==> src/rtl/core/adaptive_size_class_table_macros.svh <==
// Assertion macros shared by the size class table RTL
`ifndef ADAPTIVE_SIZE_CLASS_TABLE_MACROS_SVH
`define ADAPTIVE_SIZE_CLASS_TABLE_MACROS_SVH

// Property that must hold at every clock outside reset
`define ASCT_ASSERT(name, prop, msg) \
	name: assert property (@(posedge clk) disable iff (!arst_n) prop) else $error(msg);

// Condition that must never be seen outside reset
`define ASCT_NEVER(name, cond, msg) \
	name: assert property (@(posedge clk) disable iff (!arst_n) !(cond)) else $error(msg);

`endif

==> src/rtl/core/asct_pkg.sv <==
// Types, codes and constants of the size class table
`default_nettype none
package asct_pkg;

	localparam int DEF_MAX_CLASSES     = 256;
	localparam int DEF_SLAB_PAGE_BYTES = 4096;

	localparam logic [2:0] OP_CLEAR  = 3'd0;
	localparam logic [2:0] OP_APPEND = 3'd1;
	localparam logic [2:0] OP_LOOKUP = 3'd2;
	localparam logic [2:0] OP_SIZE   = 3'd3;
	localparam logic [2:0] OP_COUNT  = 3'd4;
	localparam logic [2:0] OP_ADAPT  = 3'd5;

	localparam logic [1:0] ST_OK        = 2'd0;
	localparam logic [1:0] ST_NOT_FOUND = 2'd1;
	localparam logic [1:0] ST_FULL      = 2'd2;
	localparam logic [1:0] ST_RANGE     = 2'd3;

	localparam logic [1:0] REG_MODE    = 2'd0;
	localparam logic [1:0] REG_HOT     = 2'd1;
	localparam logic [1:0] REG_COLD    = 2'd2;
	localparam logic [1:0] REG_QUANTUM = 2'd3;

	localparam logic [1:0] MODE_DYNAMIC  = 2'd1;
	localparam logic [1:0] MODE_ADAPTIVE = 2'd2;

	localparam logic [31:0] HOT_RESET     = 32'd10000;
	localparam logic [31:0] COLD_RESET    = 32'd10;
	localparam logic [12:0] QUANTUM_RESET = 13'd16;
	localparam logic [5:0]  LOG2_MAX      = 6'd46;
	localparam logic [12:0] REGION_MAX    = 13'd8191;

	typedef struct packed {
		logic [48:0] size;
		logic [46:0] align;
		logic [12:0] regions;
		logic [31:0] allocs;
		logic [31:0] frees;
		logic        dyn;
	} entry_t;

	typedef enum logic [2:0] {
		CK_NONE,
		CK_WRITE,
		CK_SHR,
		CK_SHL,
		CK_COUNT
	} cell_op_t;

	typedef struct packed {
		cell_op_t op;
		logic     is_free;
		logic     clr_prev;
		entry_t   ent;
	} ctl_t;

endpackage
`default_nettype wire

==> src/rtl/core/asct_cell.sv <==
// One table cell: holds a class and trades it with its neighbours
`default_nettype none
module asct_cell #(
	parameter int CW    = 9,
	parameter int INDEX = 0
) (
	input  wire logic             clk,
	input  wire asct_pkg::ctl_t   ctl,
	input  wire logic [CW-1:0]    idx_a,
	input  wire logic [CW-1:0]    idx_b,
	input  wire asct_pkg::entry_t left,
	input  wire asct_pkg::entry_t right,
	output asct_pkg::entry_t      ent
);
	import asct_pkg::*;

	localparam logic [CW-1:0] MY      = CW'(INDEX);
	localparam logic [CW-1:0] MY_NEXT = CW'(INDEX + 1);

	entry_t ent_q;

	assign ent = ent_q;

	// Load, shift or count according to the broadcast command
	always_ff @(posedge clk) begin
		unique case (ctl.op)
			CK_WRITE: begin
				if (idx_a == MY) begin
					ent_q <= ctl.ent;
				end else if (ctl.clr_prev && idx_a == MY_NEXT) begin
					ent_q.allocs <= '0;
				end
			end
			CK_SHR: begin
				if (MY > idx_a && MY <= idx_b) ent_q <= left;
			end
			CK_SHL: begin
				if (MY >= idx_a && MY < idx_b) ent_q <= right;
			end
			CK_COUNT: begin
				if (idx_a == MY) begin
					if (ctl.is_free) begin
						if (ent_q.frees != '1) ent_q.frees <= ent_q.frees + 32'd1;
					end else begin
						if (ent_q.allocs != '1) ent_q.allocs <= ent_q.allocs + 32'd1;
					end
				end
			end
			default: ;
		endcase
	end

endmodule
`default_nettype wire

==> config.mk <==
export PLATFORM = sky130hd
export DESIGN_NAME = asct_cell
export DESIGN_NICKNAME = d
export VERILOG_FILES = /design/src/rtl/core/adaptive_size_class_table_macros.svh /design/src/rtl/core/asct_pkg.sv /design/src/rtl/core/asct_cell.sv
export SDC_FILE = /design/constraint.sdc
export NUM_CORES = 1
export LEC_CHECK = 0
export ABC_AREA = 1
export BUFFER_PORTS_ARGS = -buffer_cell sky130_fd_sc_hd__buf_4
export CAP_MARGIN = 40
export CORE_AREA = 2 2 282 284
export DETAILED_ROUTE_END_ITERATION = 12
export DIE_AREA = 0 0 284 286
export PLACE_DENSITY = 0.38
export SYNTH_ARGS = -nofsm -noshare
export SYNTH_HDL_FRONTEND = slang
export SYNTH_SLANG_ARGS = --single-unit
==> constraint.sdc <==
create_clock -name clk -period 19.2 [get_ports clk]
set_input_delay 0.96 -clock clk [delete_from_list [all_inputs] [get_ports clk]]
set_output_delay 0.96 -clock clk [all_outputs]
set_load 0.1 [all_outputs]
==> flow_summary.json <==
{
  "cp_slowest_cell": "buf_4",
  "holdWs_ns": 0.711,
  "period_share_pct": 17.2,
  "fill_cells": 8862,
  "rsz0062_at_grt": "false",
  "ir_drop_mv": 0.0475,
  "cts_tree": "yes",
  "drc_errors": 0,
  "track_usage_pct": 15.0,
  "timing.rr.end": "ent[42]",
  "std_cell_rows": 103,
  "muxShareOfSynthArea_pct": 0,
  "grt_max_degree": 79,
  "post-dp-hpwl_mm": 51.7,
  "relSlewSlack_pct": 38.3,
  "gp_congestion": 0.889,
  "dieHeight_um": 286,
  "grt_use_met2_pct": 25.4,
  "async_reset_ff_share_pct": 0,
  "grt_busiest_layer": "met2",
  "drv_cap": 0,
  "rrSetupSlack_ns": 16.50,
  "cts.path.max_buffers": 2,
  "cts.sinks": 174,
  "clk_pin_slew_ns": 0.08,
  "setup_viol": 0,
  "numPortBuffers": 719,
  "min_to": "ent[42]",
  "crit_path_start_kind": "primary input",
  "synth.distinct_cells": 34,
  "initial_utilization_pct": 13.5,
  "grt_pass1_vias": 13100,
  "num_io_pins": 720,
  "synth_seq_area_share_pct": 49.5,
  "die-area_mm2": 0.0812,
  "num_vias": 12500,
  "finalCriticalPeriod_ns": 3.31,
  "met3_usage_pct": 6.25,
  "use_met1_pct": 17.0,
  "min_from": "ent[42]",
  "synth_top_cell_by_area": "edfxtp_1",
  "avgSynthCellArea_um2": 7.83,
  "core_region_area_mm2": 0.0784,
  "endpoint_kind": "flop",
  "finalClockSkew_ns": 0.0137,
  "first_pass_iters": 5,
  "nets": 2586,
  "synth_fa_ha_area_share_pct": 0.237,
  "grt_pass1_wl_mm": 89.3,
  "synth_fp_nets": 1895,
  "final_max_slew_viol_count": 0,
  "synth_compound_area_share_pct": 7.59,
  "postLayoutCoreUtil_pct": 22.8,
  "crit_chain": "buf_4 > inv_2 > nand2_4 > inv_1 > nand2_1 > nand2_1 > nor2_4 > buf_4 > buf_4",
  "cp.required_ns": 19.32,
  "cts_buffers": 17,
  "yosys_register_bits": 174,
  "yosysMostFrequentCell": "nand2_1",
  "drt-total-wl_mm": 62.9,
  "postSynthCellCount": 1347,
  "p_leak_nw": 7.81,
  "ys_warn_count": 0,
  "synth_xor_area_share_pct": 0.332,
  "outcome": "finished clean",
  "hold_viol": 0,
  "ant_nets": 0,
  "synth-simple-area-share_pct": 37.0,
  "drive_gt1_share_pct": 39.5,
  "p_per_area_mw_per_mm2": 74.0,
  "cts_setup_buffers": 0,
  "antenna_found_initial": 17,
  "htree_levels": 4,
  "critPathMaxFanout": 61,
  "cts_resized": 0,
  "finalSetupTns_ns": 0,
  "wl_per_cell_um": 20.2,
  "cts-hold-fix-buffers": 0,
  "synth_area_mm2": 0.0106,
  "area_growth_pct": 69.0,
  "synth_top_family_by_area": "simple AND/OR/NAND/NOR gates",
  "max_stage_delay_ns": 0.81,
  "ys_top_cells_by_count": "583 x nand2_1, 177 x nand3_1, 174 x edfxtp_1",
  "synth_top_cells_by_area": "edfxtp_1 50%, nand2_1 21%, nand3_1 8.4%",
  "reg2reg_from": "ent[34]",
  "synth_ff_type": "edfxtp_1",
  "worstSkewPairLatency_ns": 0.49,
  "worst_slew_pin_slew_ns": 0.926,
  "hold_path.class": "reg2reg",
  "yosysTopAreaCellShare_pct": 49.5,
  "cp_common_cell": "buf_4",
  "overflow": 0,
  "ff2ff_path_depth": 9,
  "crit_type": "in2reg",
  "drt-initial-drc-count": 688,
  "clockRootBuffer": "clkbuf_16",
  "hold-path-cell-count": 2,
  "fmax_mhz": 302,
  "synth-edff-count": 174,
  "largest_register_ffs": 174,
  "die_w_um": 284,
  "worstPathArrival_ns": 3.43,
  "vias_per_cell": 4.03
}
final cells by class:
class | instances | area (um2) | area share [%]
sequential | 174 | 5230 | 29.3
inverter | 67 | 251 | 1.41
clock inverter | 15 | 171 | 0.962
clock buffer | 17 | 425 | 2.39
multi-input combinational | 1043 | 4800 | 27.0
tap | 1050 | 1310 | 7.37
antenna | 8 | 20.0 | 0.112
timing repair buffer | 735 | 5620 | 31.5
report_power, final:
group | internal, mW | switching (mW)
combinational | 0.137 | 0.331
clock | 0.175 | 0.196
sequential | 0.460 | 0.0210
metrics by stage:
step                worst slack, ns  instances  cell area (um2)  power (mW)
finish                        15.89       3109            17800        1.32
global route                  15.61       3107            17800        1.38
CTS                           15.85       3101            17800        1.34
detailed placement            15.29       3069            17200       0.962
global placement              15.32       3063            17100       0.959
floorplan                     12.48       1347            10600       0.778
cells by family (layout without fill, tap and decap cells):
group,after synthesis,after routing
AO/OA/AOI/OAI,115,115
XOR/XNOR,4,4
adder cells (fa/ha/maj),2,2
buffers and inverters,130,834
flip-flops,174,174
other,0,8
AND/OR/NAND/NOR,922,922
metal layers:
layer  up-vias  part of all wire, %
met5         -                 0.13
met4        14                  2.2
met3        65                  9.2
met2       526                   49
met1      5950                   39
li1       5977                    -
worst max-delay path by stage:
stage,slack (ns),cells after the start,from,end
2_1_floorplan,12.48,7,idx_a[1],ent[0]
3_3_place_gp,15.32,9,ctl[178],ent[69]
3_5_place_dp,15.29,9,ctl[178],ent[130]
4_1_cts,15.85,9,ctl[178],ent[83]
5_1_grt,15.61,9,ctl[178],ent[169]
6_report,15.89,9,ctl[178],ent[169]
critical path, delay by kind of cell:
kind          cells  cell delay, ns
simple gates      4            0.69
buf+inv           5            1.66
layout by cell type, fill, tap and decap left out, types with 5 or more instances in the layout:
master     Yosys  layout
nand4_1       32      32
nor2_1        83      78
a22oi_1       67      67
nand3_1      177     177
nor2_2        15      15
inv_1         64      64
buf_4          3     729
edfxtp_1     174     174
clkinv_8       0       5
nand2_1      583     583
a21oi_1       16      16
or2_2         10      10
clkbuf_16      0      17
nor2_4         6      11
o21ai_0       12      12
diode_2        0       8
nor3_1         8       8
a22o_1         5       5
Note: power is estimated with default switching activity, not from simulation.
