<file path="src/rtl/core/adaptive_size_class_table_macros.svh">
// Assertion macros shared by the size class table RTL
`ifndef ADAPTIVE_SIZE_CLASS_TABLE_MACROS_SVH
`define ADAPTIVE_SIZE_CLASS_TABLE_MACROS_SVH

// Property that must hold at every clock outside reset
`define ASCT_ASSERT(name, prop, msg) \
	name: assert property (@(posedge clk) disable iff (!arst_n) prop) else $error(msg);

// Condition that must never be seen outside reset
`define ASCT_NEVER(name, cond, msg) \
	name: assert property (@(posedge clk) disable iff (!arst_n) !(cond)) else $error(msg);

`endif

</file>
<file path="src/rtl/core/asct_pkg.sv">
// Types, codes and constants of the size class table
`default_nettype none
package asct_pkg;

	localparam int DEF_MAX_CLASSES     = 256;
	localparam int DEF_SLAB_PAGE_BYTES = 4096;

	localparam logic [2:0] OP_CLEAR  = 3'd0;
	localparam logic [2:0] OP_APPEND = 3'd1;
	localparam logic [2:0] OP_LOOKUP = 3'd2;
	localparam logic [2:0] OP_SIZE   = 3'd3;
	localparam logic [2:0] OP_COUNT  = 3'd4;
	localparam logic [2:0] OP_ADAPT  = 3'd5;

	localparam logic [1:0] ST_OK        = 2'd0;
	localparam logic [1:0] ST_NOT_FOUND = 2'd1;
	localparam logic [1:0] ST_FULL      = 2'd2;
	localparam logic [1:0] ST_RANGE     = 2'd3;

	localparam logic [1:0] REG_MODE    = 2'd0;
	localparam logic [1:0] REG_HOT     = 2'd1;
	localparam logic [1:0] REG_COLD    = 2'd2;
	localparam logic [1:0] REG_QUANTUM = 2'd3;

	localparam logic [1:0] MODE_DYNAMIC  = 2'd1;
	localparam logic [1:0] MODE_ADAPTIVE = 2'd2;

	localparam logic [31:0] HOT_RESET     = 32'd10000;
	localparam logic [31:0] COLD_RESET    = 32'd10;
	localparam logic [12:0] QUANTUM_RESET = 13'd16;
	localparam logic [5:0]  LOG2_MAX      = 6'd46;
	localparam logic [12:0] REGION_MAX    = 13'd8191;

	typedef struct packed {
		logic [48:0] size;
		logic [46:0] align;
		logic [12:0] regions;
		logic [31:0] allocs;
		logic [31:0] frees;
		logic        dyn;
	} entry_t;

	typedef enum logic [2:0] {
		CK_NONE,
		CK_WRITE,
		CK_SHR,
		CK_SHL,
		CK_COUNT
	} cell_op_t;

	typedef struct packed {
		cell_op_t op;
		logic     is_free;
		logic     clr_prev;
		entry_t   ent;
	} ctl_t;

endpackage
`default_nettype wire

</file>
<file path="src/rtl/core/asct_div.sv">
// Restoring divider: slab page bytes over a midpoint size, saturated
`default_nettype none
module asct_div #(
	parameter int SLAB_PAGE_BYTES = 4096
) (
	input  wire logic        clk,
	input  wire logic        arst_n,
	input  wire logic        start,
	input  wire logic [48:0] divisor,
	output logic             busy,
	output logic [12:0]      regions
);
	import asct_pkg::*;

	localparam int DW   = $clog2(SLAB_PAGE_BYTES + 1);
	localparam int CNTW = $clog2(DW + 1);

	logic [DW-1:0]   num_q;
	logic [DW-1:0]   rem_q;
	logic [DW-1:0]   quo_q;
	logic [48:0]     div_q;
	logic [CNTW-1:0] cnt_q;
	logic            busy_q;
	logic [DW-1:0]   remx;

	assign remx    = {rem_q[DW-2:0], num_q[DW-1]};
	assign busy    = busy_q;
	assign regions = (32'(quo_q) > 32'(REGION_MAX)) ? REGION_MAX : 13'(quo_q);

	// One quotient bit per cycle, most significant first
	always_ff @(posedge clk or negedge arst_n) begin
		if (!arst_n) begin
			busy_q <= 1'b0;
			cnt_q  <= '0;
			num_q  <= '0;
			rem_q  <= '0;
			quo_q  <= '0;
			div_q  <= '0;
		end else if (start) begin
			num_q  <= DW'(SLAB_PAGE_BYTES);
			rem_q  <= '0;
			quo_q  <= '0;
			div_q  <= divisor;
			cnt_q  <= '0;
			busy_q <= (divisor != '0);
		end else if (busy_q) begin
			if (49'(remx) >= div_q) begin
				rem_q <= remx - DW'(div_q);
				quo_q <= {quo_q[DW-2:0], 1'b1};
			end else begin
				rem_q <= remx;
				quo_q <= {quo_q[DW-2:0], 1'b0};
			end
			num_q <= {num_q[DW-2:0], 1'b0};
			cnt_q <= cnt_q + CNTW'(1);
			if (cnt_q == CNTW'(DW - 1)) busy_q <= 1'b0;
		end
	end

endmodule
`default_nettype wire

</file>
<file path="config.mk">
export PLATFORM = sky130hd
export DESIGN_NAME = asct_div
export DESIGN_NICKNAME = d
export VERILOG_FILES = /design/src/rtl/core/adaptive_size_class_table_macros.svh /design/src/rtl/core/asct_pkg.sv /design/src/rtl/core/asct_div.sv
export SDC_FILE = /design/constraint.sdc
export NUM_CORES = 1
export LEC_CHECK = 0
export ABC_AREA = 0
export BUFFER_PORTS_ARGS = -buffer_cell sky130_fd_sc_hd__buf_4
export CORE_ASPECT_RATIO = 0.8
export CORE_MARGIN = 4
export CORE_UTILIZATION = 56
export DETAILED_ROUTE_END_ITERATION = 10
export GPL_TIMING_DRIVEN = 0
export MAX_ROUTING_LAYER = met4
export PLACE_DENSITY_LB_ADDON = 0.2
export RECOVER_POWER = 50
export SETUP_SLACK_MARGIN = 0.4
export SKIP_LAST_GASP = 1
export SYNTH_ARGS = -nofsm -noshare
export SYNTH_HDL_FRONTEND = slang
export SYNTH_SLANG_ARGS = --single-unit
</file>
<file path="constraint.sdc">
create_clock -name clk -period 4.8 [get_ports clk]
set_input_delay 1.44 -clock clk [delete_from_list [all_inputs] [get_ports clk]]
set_output_delay 1.44 -clock clk [all_outputs]
set_load 0.05 [all_outputs]
</file>
==> metrics.md <==
| Metric | Value |
|---|---|
| Clock power share | `between 30% and 40%` |
| GP Congestion | `0.890` |
| EDFF count, synth | `0` |
| Crit start category | `input port` |
| I/O pin cnt | `66` |
| Syn avg cell area | `10.8 um2` |
| Footprint of the multi-input gates | `1920 um2` |
| Synth area leader | `dfrtp_1` |
| WL final | `9.51 mm` |
| Min-delay worst type | `register to register` |
| Setup CP Type | `input port to async pin` |
| CTS H-Tree Depth | `3` |
| Final Max Tran Viols | `81` |
| HPWL Detailed | `about 7.3 mm` |
| Top cells by area, synth | `dfrtp_1 (49%), mux2_2 (10%), ha_1 (4.6%), nor4_1 (3.8%), mux2i_1 (3.4%)` |
| First-pass GRT wire length | `between 15 and 20 mm` |
| Net Sw Frac | `28.1%` |
| Initial antenna violation count | `0` |
| First-pass DRT Iterations | `5` |
| Worst slack, placed | `1760 ps` |
| Die area | `8690 um2` |
| CTS root buf | `clkbuf_8` |
| Top cell family by delay on the critical path | `buffers and inverters` |
| Layout cells sized above 1 | `28.0%` |
| Total negative setup slack | `0 ps` |
| CP cell instances | `clkbuf_2` |
| Gate Count Post-Synth | `~380` |
| I/O Buffers | `65` |
| # rows | `27` |
| Yosys reg bits | `80` |
| Post-DR wirelength/cell | `17.5 um` |
| CP Depth | `1` |
| Clock Pin Slew Worst Setup and Hold Paths | `90 ps` |
| Rel. slew slack | `-31.1%` |
| Routed vias/inst | `5.76` |
| Leakage | `0.00234 uW` |
| N_diodes | `0` |
| Maximum number of pins on one net before global-route repair | `81` |
| Clk buf depth | `2` |
| Min Tclk post-route | `2780 ps` |
| Fin crit share | `57.8%` |
| CTS tree | `done` |
| Fillers | `approximately 520` |
| Yosys cell types | `43` |
| Starting density of the core | `between 50% and 60%` |
| Register area | `2000 um2` |
| Vias after detailed routing | `3136` |
| CP arrival | `2860 ps` |
| Hold path cells | `1` |
| Die Ht | `84.2 um` |
| Synth Warn # | `0` |
| Slowest-stage cell, CP | `clkbuf_2` |
| CTS buffer count | `9` |
| Vias in the first global route | `3106` |
| Die width | `approximately 100 um` |
| Post-CTS resize count | `0` |
| Final hold vios | `0` |
| Share of the synthesized area in the top cell type | `49.3%` |
| Async SR Flop Fraction | `100%` |
| Congestion Overflow GR | `0` |
| Final setup fails | `0` |
| Fin worst setup slack | `2020 ps` |
| Post-CTS setup buffers | `0` |
| Depth of the most critical reg-to-reg path | `8` |
| Max Freq | `~360 MHz` |
| Total core area | `between 6000 and 7000 um2` |
| Max FO, Critical Path | `80` |
| CP required | `4890 ps` |
| Net Sw Power | `between 400 and 500 uW` |
| Post-synth top flop | `dfrtp_1` |
| Max cap viols | `1` |
| Slowest Stage Delay on Critical Path | `1390 ps` |
| Drt drc | `0` |
| Area Growth Syn to Fin | `19.3%` |
| Pwr Density | `295 nW/um2` |
| Tot GR Track Use | `a little under a quarter` |
| Worst vdd ir | `~0.17 mV` |
| CP Capture Type | `async pin` |
| Mapped Area | `roughly 4100 um2` |
| Sequential share of power | `51.8%` |
| Iteration-0 DRC count of the detailed router | `187` |
| Status | `complete, but fails checks` |
| Combinational share of power | `13.8%` |
| Pint | `1030 uW` |
| Clock latency on the worst-skew pair | `360 ps` |
| Final net count | `520` |
| Slew @ Worst Pin | `1970 ps` |
| CTS Hold Bufs | `0` |
| Post-route ant nets | `0` |
| Mapped Nets | `444` |
| Clk_skew | `12.1 ps` |
| Worst Path Buf+Inv | `1` |
| Failing checks | `capacitance limit, slew limit` |
| RSZ-0062 raised after global routing | `no` |
| Seq/Total Area, Yosys | `around half` |
| Num Clock Sinks | `80` |
-- per-layer routing --
layer  part of all wire [%]  up-vias  GRT usage, %
li1                       -     1505             -
met1                     45     1534          34.0
met2                     47       90          35.1
met3                    6.3        7          5.15
met4                   0.81        0          4.59
met5                      0        -             -
-- through the flow --
step / instances / total power, uW / instance area (um2) / hold WS (ps) / utilization [%]
floorplan: 376 / 866 / 4060 / 475 / -
global placement: 528 / 945 / 4660 / 491 / 67.0
detailed placement: 528 / 954 / 4660 / 498 / 67.0
CTS: 544 / 1440 / 4850 / 516 / 69.8
global route: 544 / 1500 / 4850 / 536 / 69.7
finish: 544 / 1430 / 4850 / 516 / 69.7
-- cell usage after synthesis, types with 2 or more instances --
| library cell | instances |
|---|---|
| a21oi_1 | 12 |
| and3_1 | 9 |
| buf_1 | 2 |
| clkbuf_1 | 14 |
| dfrtp_1 | 80 |
| ha_1 | 15 |
| inv_1 | 18 |
| mux2_2 | 37 |
| mux2i_1 | 14 |
| nand2_1 | 26 |
| nand2b_1 | 4 |
| nand3_1 | 5 |
| nand4_1 | 6 |
| nor2_1 | 35 |
| nor2b_1 | 2 |
| nor3_1 | 5 |
| nor3b_1 | 10 |
| nor4_1 | 25 |
| nor4_2 | 5 |
| nor4b_1 | 2 |
| o211a_1 | 2 |
| o211ai_1 | 2 |
| o21a_1 | 2 |
| o21ai_0 | 16 |
| o21ai_1 | 2 |
| xnor2_1 | 5 |
| xor2_1 | 5 |
-- power groups by stage --
stage                     logic (uW)  clock network (uW)  registers (uW)
final                            198                 491             742
after global routing             222                 533             748
after CTS                        201                 499             742
after detailed placement         199                   0             755
after global placement           192                   0             752
after floorplan                  119                   0             747
-- worst paths after layout --
path	startpoint	slack [ps]	endpoint
max in group clk	start	2050	regions[11]$_DFFE_PN0P_
setup / recovery	arst_n	2020	rem_q[11]$_DFFE_PN0P_
min in group asynchronous	arst_n	1640	rem_q[6]$_DFFE_PN0P_
hold reg to reg	div_q[18]$_DFFE_PN0P_	520	div_q[18]$_DFFE_PN0P_
setup reg to reg	rem_q[0]$_DFFE_PN0P_	2300	rem_q[7]$_DFFE_PN0P_
hold / removal	div_q[18]$_DFFE_PN0P_	520	div_q[18]$_DFFE_PN0P_
-- placed cells by master, fill, tap and decap left out, types with 6 or more instances in the layout --
cell type	Yosys	final
a21oi_1	12	12
and3_1	9	9
buf_4	1	64
clkbuf_1	14	15
clkbuf_8	0	10
dfrtp_1	80	80
ha_1	15	15
inv_1	18	18
mux2_2	37	37
mux2i_1	14	14
nand2_1	26	26
nand4_1	6	6
nor2_1	35	35
nor3b_1	10	10
nor4_1	25	25
o21ai_0	16	16
-- area by class of cell --
| class | count | share of cell area (%) |
|---|---|---|
| Buffer | 18 | 1.63 |
| Clock buffer | 10 | 2.84 |
| Clock inverter | 6 | 1.16 |
| Inverter | 18 | 1.39 |
| Multi-Input combinational cell | 260 | 39.5 |
| Sequential cell | 80 | 41.3 |
| Tap cell | 87 | 2.25 |
| Timing Repair Buffer | 65 | 9.94 |
-- flip-flops by register name (all words and copies together) (netlist names) --
signal and cells:
busy 1, rem_q 12, num_q 1, regions 13, div_q 49, cnt_q 4
-- cells by family (layout without fill, tap and decap cells) --
group | Yosys count | after routing | synth area share [%]
and+or+nand+nor | 136 | 136 | 18.2
DFF | 80 | 80 | 49.3
muxes | 51 | 51 | 13.7
AOI/OAI and AO/OA | 47 | 47 | 7.94
buffers and inverters | 36 | 117 | 3.60
adders and majority gates | 16 | 16 | 5.11
xor gates and xnor gates | 10 | 10 | 2.16
(Power assumes the default switching activity.)
